<file path="config.mk">
export PLATFORM = sky130hd
export DESIGN_NAME = qr_alphanumeric_data_encoder_top_flat
export DESIGN_NICKNAME = d
export VERILOG_FILES = /design/src/rtl/qrad_pkg.sv /design/src/rtl/qrad_if.sv /design/src/rtl/qr_alphanumeric_data_encoder_top.sv /design/src/rtl/qrad_bit_shifter.sv /design/src/rtl/qrad_byte_packer.sv /design/src/flat_wrapper.sv
export SDC_FILE = /design/constraint.sdc
export NUM_CORES = 1
export LEC_CHECK = 0
export BUFFER_PORTS_ARGS = -buffer_cell sky130_fd_sc_hd__buf_4
export CORE_AREA = 2 2 168 170
export DETAILED_ROUTE_END_ITERATION = 6
export DIE_AREA = 0 0 170 172
export GPL_TIMING_DRIVEN = 0
export MAX_ROUTING_LAYER = met4
export PLACE_DENSITY = 0.41
export SETUP_SLACK_MARGIN = 0.02
export SLEW_MARGIN = 20
export SYNTH_ARGS = -nofsm -noshare
export SYNTH_HDL_FRONTEND = slang
export SYNTH_SLANG_ARGS = --single-unit
</file>
<file path="constraint.sdc">
create_clock -name clk_i -period 8.7 [get_ports clk_i]
set_input_delay 0.435 -clock clk_i [delete_from_list [all_inputs] [get_ports clk_i]]
set_output_delay 0.435 -clock clk_i [all_outputs]
set_load 0.03 [all_outputs]
</file>
<file path="src/rtl/qrad_pkg.sv">
// ----------------------------------------------------------------------------
// qrad_pkg: shared types and constants of the alphanumeric data encoder
// Field widths, request codes, stream constants and the symbol table.
// ----------------------------------------------------------------------------
package qrad_pkg;

  localparam int MSG_LEN_W = 9;
  localparam int CHAR_W    = 8;
  localparam int SYM_W     = 6;
  localparam int CW_W      = 8;
  localparam int IDX_W     = 6;
  localparam int DC_W      = 7;
  localparam int NEED_W    = 13;

  localparam logic       MODE_BEGIN = 1'b0;
  localparam logic       MODE_CHAR  = 1'b1;

  localparam logic [3:0]    MODE_IND      = 4'b0010;
  localparam int            MODE_IND_BITS = 4;
  localparam int            PAIR_BITS     = 11;
  localparam int            ODD_BITS      = 6;
  localparam int            TERM_BITS     = 4;
  localparam int            NUM_SYMBOLS   = 45;
  localparam logic [CW_W-1:0] PAD_A       = 8'd236;
  localparam logic [CW_W-1:0] PAD_B       = 8'd17;
  localparam logic [DC_W-1:0] DC_RESET    = 7'd13;

  // Bit 6 set marks a character outside the table.
  localparam logic [SYM_W:0] SYM_INVALID = 7'd64;

  typedef struct packed {
    logic clear;
    logic bad_char;
    logic overflow;
  } pk_ctrl_t;

  typedef struct packed {
    logic [2:0]      fill;
    logic [DC_W-1:0] sent;
    logic            close;
  } pk_stat_t;

  function automatic logic [SYM_W:0] symbol_of(input logic [CHAR_W-1:0] ch);
    logic [SYM_W:0] s;
    s = SYM_INVALID;
    if (ch >= 8'd48 && ch <= 8'd57) begin
      s = 7'(ch - 8'd48);
    end else if (ch >= 8'd65 && ch <= 8'd90) begin
      s = 7'(ch - 8'd55);
    end else begin
      case (ch)
        8'd32:   s = 7'd36;
        8'd36:   s = 7'd37;
        8'd37:   s = 7'd38;
        8'd42:   s = 7'd39;
        8'd43:   s = 7'd40;
        8'd45:   s = 7'd41;
        8'd46:   s = 7'd42;
        8'd47:   s = 7'd43;
        8'd58:   s = 7'd44;
        default: s = SYM_INVALID;
      endcase
    end
    return s;
  endfunction

endpackage

</file>
<file path="src/rtl/qrad_if.sv">
// ----------------------------------------------------------------------------
// qrad_if: request and codeword channels of the alphanumeric data encoder
// Valid/ready channels carrying the request and codeword payloads.
// ----------------------------------------------------------------------------
interface qrad_in_if;
  logic                           valid;
  logic                           ready;
  logic                           mode;
  logic [qrad_pkg::MSG_LEN_W-1:0] message_length;
  logic [qrad_pkg::CHAR_W-1:0]    char_code;

  modport source(output valid, mode, message_length, char_code, input ready);
  modport sink(input valid, mode, message_length, char_code, output ready);
endinterface

interface qrad_out_if;
  logic                       valid;
  logic                       ready;
  logic [qrad_pkg::CW_W-1:0]  codeword;
  logic [qrad_pkg::IDX_W-1:0] codeword_index;
  logic                       last;
  logic                       bad_char;
  logic                       overflow;

  modport source(output valid, codeword, codeword_index, last, bad_char, overflow,
                 input ready);
  modport sink(input valid, codeword, codeword_index, last, bad_char, overflow,
               output ready);
endinterface

</file>
<file path="src/rtl/qr_alphanumeric_data_encoder_top.sv">
// ----------------------------------------------------------------------------
// qr_alphanumeric_data_encoder_top: QR alphanumeric mode data codeword builder
// Packs mode indicator, character count, character pairs, terminator, zero
// fill and pad bytes into data codewords, one bit per cycle when not stalled.
// ----------------------------------------------------------------------------
//  channel   dir  handshake            payload
//  req_i     in   valid/ready          mode, message_length, char_code
//  cw_o      out  valid/ready          codeword, codeword_index, last,
//                                      bad_char, overflow
//  cfg       in   data_codewords_we_i  data_codewords_i (capacity, reset 13)
//
// Every stream bit passes through the bit shifter: a begin request sends
// 4+COUNT_BITS bits, a character 0, 6 or 11 bits, and each pad codeword 8,
// with sequencing states between steps.
// Reset clears the sequencer, flags and capacity register to their idle values.
// A request is taken only while the sequencer idles; a stalled codeword output
// holds the shifter once the next byte is complete.
// ----------------------------------------------------------------------------
module qr_alphanumeric_data_encoder_top #(
  parameter int COUNT_BITS    = 9,
  parameter int MAX_CODEWORDS = 64
) (
  input  logic                      clk_i,
  input  logic                      rst_ni,
  input  logic                      data_codewords_we_i,
  input  logic [qrad_pkg::DC_W-1:0] data_codewords_i,
  qrad_in_if.sink                   req_i,
  qrad_out_if.source                cw_o
);
  import qrad_pkg::*;

  localparam int SH_W  = MODE_IND_BITS + COUNT_BITS;
  localparam int LEN_W = $clog2(SH_W + 1);

  typedef enum logic [2:0] {
    S_IDLE,
    S_BODY,
    S_TERM,
    S_FILL,
    S_PAD
  } state_e;

  state_e               state_q, state_d;
  logic                 active_q, active_d;
  logic [MSG_LEN_W-1:0] chars_left_q, chars_left_d;
  logic [SYM_W-1:0]     held_q, held_d;
  logic                 held_v_q, held_v_d;
  logic                 bad_q, bad_d;
  logic                 ovf_q, ovf_d;
  logic                 pad_sel_q, pad_sel_d;
  logic [DC_W-1:0]      dc_q;

  logic [DC_W-1:0]      cap;
  logic [NEED_W-1:0]    need;
  logic [NEED_W-1:0]    room_bits;
  logic [SYM_W:0]       sym_raw;
  logic [SYM_W-1:0]     sym;
  logic [PAIR_BITS-1:0] pair_val;

  logic                 sh_load, sh_busy, sh_bit_valid, sh_bit, pk_bit_ready;
  logic [SH_W-1:0]      sh_value;
  logic [LEN_W-1:0]     sh_len;
  pk_ctrl_t             pk_ctrl;
  pk_stat_t             pk_stat;

  // Saturate the capacity register to 1..MAX_CODEWORDS.
  always_comb begin
    cap = dc_q;
    if (dc_q == '0) begin
      cap = DC_W'(1);
    end else if (int'(dc_q) > MAX_CODEWORDS) begin
      cap = DC_W'(MAX_CODEWORDS);
    end
  end

  // Message bits needed, decided once at the begin request.
  assign need = NEED_W'(MODE_IND_BITS + COUNT_BITS)
              + NEED_W'(req_i.message_length[MSG_LEN_W-1:1]) * NEED_W'(PAIR_BITS)
              + (req_i.message_length[0] ? NEED_W'(ODD_BITS) : NEED_W'(0));
  assign room_bits = NEED_W'({cap, 3'b000});

  assign sym_raw  = symbol_of(req_i.char_code);
  assign sym      = sym_raw[SYM_W] ? '0 : sym_raw[SYM_W-1:0];
  assign pair_val = PAIR_BITS'(held_q) * PAIR_BITS'(NUM_SYMBOLS) + PAIR_BITS'(sym);

  assign req_i.ready = (state_q == S_IDLE);

  always_comb begin
    state_d      = state_q;
    active_d     = active_q;
    chars_left_d = chars_left_q;
    held_d       = held_q;
    held_v_d     = held_v_q;
    bad_d        = bad_q;
    ovf_d        = ovf_q;
    pad_sel_d    = pad_sel_q;
    sh_load      = 1'b0;
    sh_value     = '0;
    sh_len       = '0;
    pk_ctrl.clear    = 1'b0;
    pk_ctrl.bad_char = bad_q;
    pk_ctrl.overflow = ovf_q;

    case (state_q)
      S_IDLE: begin
        if (req_i.valid) begin
          if (req_i.mode == MODE_BEGIN) begin
            // drop any open message and start over with the header
            active_d      = 1'b1;
            chars_left_d  = req_i.message_length;
            held_v_d      = 1'b0;
            bad_d         = 1'b0;
            ovf_d         = need > room_bits;
            pk_ctrl.clear = 1'b1;
            sh_load       = 1'b1;
            sh_value      = {MODE_IND, COUNT_BITS'(req_i.message_length)};
            sh_len        = LEN_W'(SH_W);
            state_d       = S_BODY;
          end else if (active_q && chars_left_q != '0) begin
            if (sym_raw[SYM_W]) begin
              bad_d = 1'b1;
            end
            chars_left_d = chars_left_q - MSG_LEN_W'(1);
            if (held_v_q) begin
              sh_load  = 1'b1;
              sh_value = {pair_val, {(SH_W-PAIR_BITS){1'b0}}};
              sh_len   = LEN_W'(PAIR_BITS);
              held_v_d = 1'b0;
            end else if (chars_left_q == MSG_LEN_W'(1)) begin
              // odd last character packs alone
              sh_load  = 1'b1;
              sh_value = {sym, {(SH_W-SYM_W){1'b0}}};
              sh_len   = LEN_W'(ODD_BITS);
            end else begin
              held_d   = sym;
              held_v_d = 1'b1;
            end
            state_d = S_BODY;
          end
        end
      end
      S_BODY: begin
        if (!sh_busy) begin
          state_d = (chars_left_q == '0) ? S_TERM : S_IDLE;
        end
      end
      S_TERM: begin
        // terminator zeros stop early once the last codeword closes
        if (pk_stat.sent < cap) begin
          sh_load = 1'b1;
          sh_len  = LEN_W'(TERM_BITS);
        end
        state_d = S_FILL;
      end
      S_FILL: begin
        if (!sh_busy) begin
          if (pk_stat.fill != '0) begin
            sh_load = 1'b1;
            sh_len  = LEN_W'(4'd8 - {1'b0, pk_stat.fill});
          end
          pad_sel_d = 1'b0;
          state_d   = S_PAD;
        end
      end
      S_PAD: begin
        if (!sh_busy) begin
          sh_load   = 1'b1;
          sh_value  = {(pad_sel_q ? PAD_B : PAD_A), {(SH_W-CW_W){1'b0}}};
          sh_len    = LEN_W'(CW_W);
          pad_sel_d = !pad_sel_q;
        end
      end
      default: begin
        state_d = S_IDLE;
      end
    endcase

    // the codeword that fills capacity ends the message
    if (pk_stat.close) begin
      state_d      = S_IDLE;
      active_d     = 1'b0;
      chars_left_d = '0;
      held_v_d     = 1'b0;
    end
  end

  always_ff @(posedge clk_i or negedge rst_ni) begin
    if (!rst_ni) begin
      state_q      <= S_IDLE;
      active_q     <= 1'b0;
      chars_left_q <= '0;
      held_v_q     <= 1'b0;
      bad_q        <= 1'b0;
      ovf_q        <= 1'b0;
      pad_sel_q    <= 1'b0;
      dc_q         <= DC_RESET;
    end else begin
      state_q      <= state_d;
      active_q     <= active_d;
      chars_left_q <= chars_left_d;
      held_v_q     <= held_v_d;
      bad_q        <= bad_d;
      ovf_q        <= ovf_d;
      pad_sel_q    <= pad_sel_d;
      if (data_codewords_we_i) begin
        dc_q <= data_codewords_i;
      end
    end
  end

  always_ff @(posedge clk_i) begin
    held_q <= held_d;
  end

  qrad_bit_shifter #(
    .W     (SH_W),
    .LEN_W (LEN_W)
  ) u_shifter (
    .clk_i       (clk_i),
    .rst_ni      (rst_ni),
    .load_i      (sh_load),
    .flush_i     (pk_stat.close),
    .value_i     (sh_value),
    .len_i       (sh_len),
    .bit_valid_o (sh_bit_valid),
    .bit_o       (sh_bit),
    .bit_ready_i (pk_bit_ready),
    .busy_o      (sh_busy)
  );

  qrad_byte_packer u_packer (
    .clk_i       (clk_i),
    .rst_ni      (rst_ni),
    .bit_valid_i (sh_bit_valid),
    .bit_i       (sh_bit),
    .bit_ready_o (pk_bit_ready),
    .cap_i       (cap),
    .ctrl_i      (pk_ctrl),
    .stat_o      (pk_stat),
    .cw_o        (cw_o)
  );

  // Closing the message returns the sequencer to idle with no message open.
  a_close_idle: assert property (@(posedge clk_i) disable iff (!rst_ni)
    pk_stat.close |=> (state_q == S_IDLE) && !active_q)
    else $error("sequencer not idle after message close");

  // The shifter is loaded only once its previous field is fully sent.
  a_load_idle: assert property (@(posedge clk_i) disable iff (!rst_ni)
    sh_load |-> !sh_busy)
    else $error("shifter loaded while busy");

  // No partial codeword lingers without an open message.
  a_fill_clear: assert property (@(posedge clk_i) disable iff (!rst_ni)
    !active_q |-> (pk_stat.fill == 3'd0) && !sh_busy)
    else $error("stream bits pending with no open message");

endmodule

</file>
<file path="src/rtl/qrad_bit_shifter.sv">
// ----------------------------------------------------------------------------
// qrad_bit_shifter: MSB-first bit serializer
// Loads a left-aligned field and bit count; hands out one bit a cycle if ready.
// ----------------------------------------------------------------------------
module qrad_bit_shifter #(
  parameter int W     = 13,
  parameter int LEN_W = $clog2(W + 1)
) (
  input  logic             clk_i,
  input  logic             rst_ni,
  input  logic             load_i,
  input  logic             flush_i,
  input  logic [W-1:0]     value_i,
  input  logic [LEN_W-1:0] len_i,
  output logic             bit_valid_o,
  output logic             bit_o,
  input  logic             bit_ready_i,
  output logic             busy_o
);

  logic [W-1:0]     sr_q, sr_d;
  logic [LEN_W-1:0] cnt_q, cnt_d;

  assign bit_valid_o = (cnt_q != '0);
  assign bit_o       = sr_q[W-1];
  assign busy_o      = bit_valid_o;

  always_comb begin
    sr_d  = sr_q;
    cnt_d = cnt_q;
    if (flush_i) begin
      cnt_d = '0;
    end else if (load_i) begin
      sr_d  = value_i;
      cnt_d = len_i;
    end else if (bit_valid_o && bit_ready_i) begin
      // advance one bit
      sr_d  = {sr_q[W-2:0], 1'b0};
      cnt_d = cnt_q - LEN_W'(1);
    end
  end

  always_ff @(posedge clk_i or negedge rst_ni) begin
    if (!rst_ni) begin
      cnt_q <= '0;
    end else begin
      cnt_q <= cnt_d;
    end
  end

  always_ff @(posedge clk_i) begin
    sr_q <= sr_d;
  end

endmodule

</file>
<file path="src/rtl/qrad_byte_packer.sv">
// ----------------------------------------------------------------------------
// qrad_byte_packer: bit to codeword assembler with output register
// Gathers eight bits, numbers the codeword and closes the message at capacity.
// ----------------------------------------------------------------------------
module qrad_byte_packer (
  input  logic                       clk_i,
  input  logic                       rst_ni,
  input  logic                       bit_valid_i,
  input  logic                       bit_i,
  output logic                       bit_ready_o,
  input  logic [qrad_pkg::DC_W-1:0]  cap_i,
  input  qrad_pkg::pk_ctrl_t         ctrl_i,
  output qrad_pkg::pk_stat_t         stat_o,
  qrad_out_if.source                 cw_o
);
  import qrad_pkg::*;

  logic [6:0]      acc_q;
  logic [2:0]      fill_q;
  logic [DC_W-1:0] sent_q;
  logic            ov_q;
  logic [CW_W-1:0] cw_q;
  logic [IDX_W-1:0] idx_q;
  logic            last_q, bad_q, ovf_q;

  logic            take, full_byte, done;
  logic [DC_W:0]   sent_inc;

  assign bit_ready_o = (fill_q != 3'd7) || !ov_q || cw_o.ready;
  assign take        = bit_valid_i && bit_ready_o;
  assign full_byte   = take && (fill_q == 3'd7);
  assign sent_inc    = {1'b0, sent_q} + (DC_W+1)'(1);
  assign done        = sent_inc >= {1'b0, cap_i};

  assign stat_o.fill  = fill_q;
  assign stat_o.sent  = sent_q;
  assign stat_o.close = full_byte && done;

  assign cw_o.valid          = ov_q;
  assign cw_o.codeword       = cw_q;
  assign cw_o.codeword_index = idx_q;
  assign cw_o.last           = last_q;
  assign cw_o.bad_char       = bad_q;
  assign cw_o.overflow       = ovf_q;

  always_ff @(posedge clk_i or negedge rst_ni) begin
    if (!rst_ni) begin
      fill_q <= '0;
      sent_q <= '0;
      ov_q   <= 1'b0;
    end else begin
      if (ctrl_i.clear) begin
        fill_q <= '0;
        sent_q <= '0;
      end else if (take) begin
        fill_q <= fill_q + 3'd1;
        if (full_byte) begin
          sent_q <= sent_inc[DC_W-1:0];
        end
      end
      if (full_byte) begin
        ov_q <= 1'b1;
      end else if (cw_o.ready) begin
        ov_q <= 1'b0;
      end
    end
  end

  always_ff @(posedge clk_i) begin
    if (take) begin
      acc_q <= {acc_q[5:0], bit_i};
    end
    if (full_byte) begin
      cw_q   <= {acc_q, bit_i};
      idx_q  <= sent_q[IDX_W-1:0];
      last_q <= done;
      bad_q  <= ctrl_i.bad_char;
      ovf_q  <= ctrl_i.overflow;
    end
  end

endmodule

</file>
<file path="src/flat_wrapper.sv">
// flat-port wrapper written by rule: the top's interface ports become plain ports
module qr_alphanumeric_data_encoder_top_flat import qrad_pkg::*;
#(
  parameter int COUNT_BITS    = 9,
  parameter int MAX_CODEWORDS = 64
)
  (clk_i, rst_ni, data_codewords_we_i, data_codewords_i, req_i_valid, req_i_mode, req_i_message_length, req_i_char_code, req_i_ready, cw_o_valid, cw_o_codeword, cw_o_codeword_index, cw_o_last, cw_o_bad_char, cw_o_overflow, cw_o_ready);
  qrad_in_if req_i_i ();
  qrad_out_if cw_o_i ();
  input  logic clk_i;
  input  logic rst_ni;
  input  logic data_codewords_we_i;
  input  logic [qrad_pkg::DC_W-1:0] data_codewords_i;
  input wire logic [$bits(req_i_i.valid)-1:0] req_i_valid;
  input wire logic [$bits(req_i_i.mode)-1:0] req_i_mode;
  input wire logic [$bits(req_i_i.message_length)-1:0] req_i_message_length;
  input wire logic [$bits(req_i_i.char_code)-1:0] req_i_char_code;
  output wire logic [$bits(req_i_i.ready)-1:0] req_i_ready;
  output wire logic [$bits(cw_o_i.valid)-1:0] cw_o_valid;
  output wire logic [$bits(cw_o_i.codeword)-1:0] cw_o_codeword;
  output wire logic [$bits(cw_o_i.codeword_index)-1:0] cw_o_codeword_index;
  output wire logic [$bits(cw_o_i.last)-1:0] cw_o_last;
  output wire logic [$bits(cw_o_i.bad_char)-1:0] cw_o_bad_char;
  output wire logic [$bits(cw_o_i.overflow)-1:0] cw_o_overflow;
  input wire logic [$bits(cw_o_i.ready)-1:0] cw_o_ready;
  assign req_i_i.valid = req_i_valid;
  assign req_i_i.mode = req_i_mode;
  assign req_i_i.message_length = req_i_message_length;
  assign req_i_i.char_code = req_i_char_code;
  assign req_i_ready = req_i_i.ready;
  assign cw_o_valid = cw_o_i.valid;
  assign cw_o_codeword = cw_o_i.codeword;
  assign cw_o_codeword_index = cw_o_i.codeword_index;
  assign cw_o_last = cw_o_i.last;
  assign cw_o_bad_char = cw_o_i.bad_char;
  assign cw_o_overflow = cw_o_i.overflow;
  assign cw_o_i.ready = cw_o_ready;
  qr_alphanumeric_data_encoder_top #(.COUNT_BITS(COUNT_BITS), .MAX_CODEWORDS(MAX_CODEWORDS)) u_core (.clk_i(clk_i), .rst_ni(rst_ni), .data_codewords_we_i(data_codewords_we_i), .data_codewords_i(data_codewords_i), .req_i(req_i_i), .cw_o(cw_o_i));
endmodule
</file>
==> impl_summary.md <==
Routing
The post-detailed-route wirelength per cell is ~16 um. The detailed-route via count is between 5000 and 6000. The post-route DRC violation count is 0. The detail-routed via count per cell is roughly 4.7. The total iterations of the first detailed-routing run is 4. The initial DRC count is approximately 300. The final antenna-violating net count is 0.

Summed over all layers, the routed wires come to around 17000 um.

STA
The final count of hold timing violations was 0. At the pin with the least slew margin, the transition time is about 0.66 ns. Static timing analysis puts the maximum clock frequency at between 200 and 250 MHz. The total negative setup slack is 0 ns. The worst relative slew slack is 0.555.

The final worst-path cycle share is 0.486. The final clock skew is about 0.015 ns. The final count of pins violating max slew is 0. The number of endpoints failing setup at the final stage is 0. The smallest clock period supported by the final layout is computed as 4.23 ns. The final worst setup slack is 4.47 ns.

Setup repair after global routing left no endpoint under its margin.

Global route
The first global-routing pass estimated about 28000 um of wire. The overall track demand over capacity in global routing is 0.127. The total grt overflow is 0. The initial antenna violation count is 0. The number of global-route vias before repair is 5228. Entering global routing, the biggest net connects 40 pins.

CTS
Buffers inserted during clock tree synthesis total 9. The root buffer cell is clkbuf_16. The latest clock arrival within the worst-skew pair is between 0.3 and 0.4 ns. The total of cells resized after clock tree synthesis is 0. For this design, the sink count on the clock tree is slightly above 80. Clock-pin slew was measured on the worst setup and hold paths at around 0.070 ns. The number of setup buffers added after CTS is 0.

In this run, post-CTS hold repair placed 0 buffers. The H-tree depth reported by CTS is 3. The maximum buffer depth of the clock tree is 2. The CTS tree is done.

Power and ir drop
The peak supply drop is 0.0994 mV. The total leakage power is about 3.6 nW. The total power divided by cell area is 236 nW/um2.

The total power after layout is 1.86 mW.

Critical path
The critical path goes through buf_4 > inv_1 > ha_1 > nor4b_2 > o21ai_1 > nand2_1 > o21ai_0 > a21oi_1 > or2_2 > fa_1 > inv_1 > ha_1 > o21ai_0 > o21bai_1 > o22ai_1 > o21ai_0 > xnor2_1 > a211o_1. Among the stages of the critical path, the cell type that occurs most often is o21ai_0. STA classifies the critical path endpoint as a register.

Data on the critical path arrives at its endpoint at between 4 and 5 ns. The largest individual stage delay along the critical path comes from the cell fa_1. At the worst endpoint, the required time is 8.80 ns. For this run, the slowest stage of the critical path takes between 0.5 and 0.6 ns.

The kind of start point of the critical path is an input port. The maximum fanout along the worst path is 6. The worst setup path is of the in2reg kind.

Floorplanning
The core region is 27500 um2. The effective utilization at floorplan is 0.248. The floorplan die height is 172 um. The die is between 150 and 200 um wide. The floorplan die area is 29200 um2. The cell row count is a little over 60. The total I/O pin count is ~50.

Cells and area
In the final layout, the multi-input gates occupy 4140 um2. The filler cell count is 2897. The number of antenna diodes is 0. The design area is about 7900 um2. The post-layout net count is between 800 and 900.

The area growth from synthesis to final layout is 16.1%. The area used by sequential logic in the layout is 2270 um2. Of the cells placed in the final design, the portion with a size suffix greater than 1 is 0.156.

Place
Detailed placement ended at an HPWL of between 10000 and 15000 um. The quantity of I/O buffers inserted on ports is 46. In this run the cell area measured after placement is 7600 um2.

The final estimated routing congestion in global placement is between 0.7 and 0.8. The worst slack at placement is about 4.1 ns.

Synthesis
The part of the Yosys area used for sequential elements is 0.334. The synthesized netlist occupies a cell area of roughly 6800 um2. In this run, synthesis inferred 43 flip-flops with an integrated enable. The proportion of synthesized flip-flops having asynchronous set or reset is 0.476. The prevailing post-synth register cell is edfxtp_1. Averaged over all synthesized cells, the footprint is 9.92 um2. The number of instances in the synthesized netlist is 686. The number of warnings issued by yosys is 0. The total nets after synthesis is about 830. The synthesis-stage register bit count is 82. Counting distinct cell types in the post-synthesis netlist gives 89.

Job
The tool flagged a number of max-cap violations equal to 0.

Hold path
The class of the worst hold path is in2async.

Outcome
The flow ran to the end, and the final reports show no timing, DRC or antenna violations.
==> Yosys cell counts, types with 4 or more instances <==
| cell | count | area [um2] |
|---|---|---|
| nand4_1 | 5 | 31.3 |
| nand2b_1 | 5 | 31.3 |
| buf_6 | 5 | 56.3 |
| nor3b_1 | 6 | 45.0 |
| nor2b_1 | 6 | 37.5 |
| ha_1 | 98 | 1230 |
| and3_1 | 8 | 50.1 |
| fa_1 | 13 | 260 |
| nor3_1 | 10 | 50.1 |
| edfxtp_1 | 43 | 1290 |
| mux2i_1 | 7 | 70.1 |
| a21oi_1 | 44 | 220 |
| xnor2_1 | 19 | 166 |
| clkbuf_1 | 5 | 18.8 |
| nand3_1 | 10 | 50.1 |
| dfrtp_1 | 36 | 901 |
| o21ai_0 | 28 | 140 |
| nand2_1 | 44 | 165 |
| or3_1 | 5 | 31.3 |
| a211oi_1 | 7 | 52.6 |
| o211ai_1 | 6 | 45.0 |
| o22ai_1 | 4 | 25.0 |
| and2_1 | 9 | 56.3 |
| o21a_1 | 11 | 82.6 |
| a31oi_1 | 7 | 43.8 |
| mux2_2 | 8 | 90.1 |
| buf_2 | 6 | 30.0 |
| a21o_1 | 12 | 90.1 |
| xor2_1 | 14 | 123 |
| nor4_1 | 7 | 43.8 |
| a221oi_1 | 4 | 35.0 |
| inv_1 | 73 | 274 |
| nor2_1 | 42 | 158 |
==> metrics by stage <==
step	instances	hold slack, ns	utilization
detailed placement	1079	0.413	0.276
global placement	1078	0.404	0.276
CTS	1095	0.0955	0.287
floorplan	686	0.139	-
global route	1095	0.109	0.287
finish	1095	0.0736	0.287
==> worst max-delay path: cells and delay by family <==
kind | cells | cell delay [ns]
AND/OR/NAND/NOR | 3 | 0.62
buffers and inverters | 3 | 0.27
adder cells (fa/ha/maj) | 3 | 1.15
AO/OA/AOI/OAI | 8 | 1.76
XOR/XNOR | 1 | 0.10
==> layer usage <==
layer	track usage	share of wire
met5	-	0
met4	0.0379	0.012
met3	0.0153	0.023
met2	0.200	0.45
met1	0.172	0.51
==> flip-flops by register name, indices dropped and copies added, names as in the netlist, 3 cells and up <==
signal and cells:
u_core.u_packer.cw_o.codeword 8, u_core.held_q 6, u_core.state_q 3, u_core.chars_left_q 9
u_core.u_shifter.cnt_q 4, u_core.u_packer.cw_o.codeword_index 6, u_core.u_shifter.sr_q 13, u_core.dc_q 7
u_core.u_packer.acc_q 7, u_core.u_packer.fill_q 3, u_core.u_packer.sent_q 7
==> kinds of logic (layout without fill, tap and decap cells) <==
kind of cell,count (synthesis),after routing,share of synthesized area
buffers and inverters,92,155,0.0585
muxes,15,15,0.0235
xor gates and xnor gates,33,33,0.0425
adders and majority gates,111,111,0.219
AOI/OAI and AO/OA,167,167,0.169
and+or+nand+nor,186,186,0.154
DFF,82,82,0.334
==> cells in the final DEF (no fill, tap or decap), types with 4 or more instances in the layout <==
master and n:
a221oi_1 4, o21ai_0 28, nand2_1 44, nor3b_1 6
mux2i_1 7, nor2_1 42, nand3_1 10, nor3_1 10
clkbuf_16 9, fa_1 13, clkinvlp_4 4, a21oi_1 43
buf_6 6, or3_1 5, and3_1 8, nand2b_1 5
a21o_1 12, o22ai_1 4, nand4_1 5, nor2b_1 6
clkbuf_1 5, a211oi_1 7, nor4_1 7, buf_4 48
inv_1 73, buf_2 6, o21a_1 11, edfxtp_1 43
dfrtp_1 36, ha_1 98, mux2_2 8, xor2_1 14
a31oi_1 7, and2_1 9, o211ai_1 6, xnor2_1 19
==> layout make-up <==
cell class,count,share of cell area
well taps,346,0.0548
clock buffers,9,0.0285
inverters,74,0.0352
multi-input cells,512,0.524
repair buffers,47,0.0451
flip-flops and latches,82,0.288
clock inverters,7,0.00982
plain buffers,18,0.0152
==> worst paths after layout <==
check | start | endpoint | slack, ns | depth (start not counted)
min in group clk_i | data_codewords_i[6] | u_core.dc_q[6]$_DFFE_PN0P_ | 0.31 | 3
max in group asynchronous | rst_ni | u_core.dc_q[3]$_DFFE_PN1P_ | 8.25 | 1
max reg2reg | u_core.held_q[0]$_DFFE_PP_ | u_core.u_shifter.sr_q[12]$_DFFE_PP_ | 4.67 | 13
min | rst_ni | u_core.chars_left_q[3]$_DFFE_PN0P_ | 0.07 | 1
min reg2reg | u_core.u_packer.acc_q[6]$_DFFE_PP_ | u_core.u_packer.cw_o.codeword[7]$_DFFE_PP_ | 0.43 | 0
max | req_i_char_code[1] | u_core.u_shifter.sr_q[12]$_DFFE_PP_ | 4.47 | 18
==> power breakdown <==
part / internal [mW] / total, mW / switching, mW
sequential: 0.571 / 0.663 / 0.0924
combinational: 0.349 / 0.802 / 0.453
clock: 0.224 / 0.399 / 0.175
Note: power is estimated with default switching activity, not from simulation.
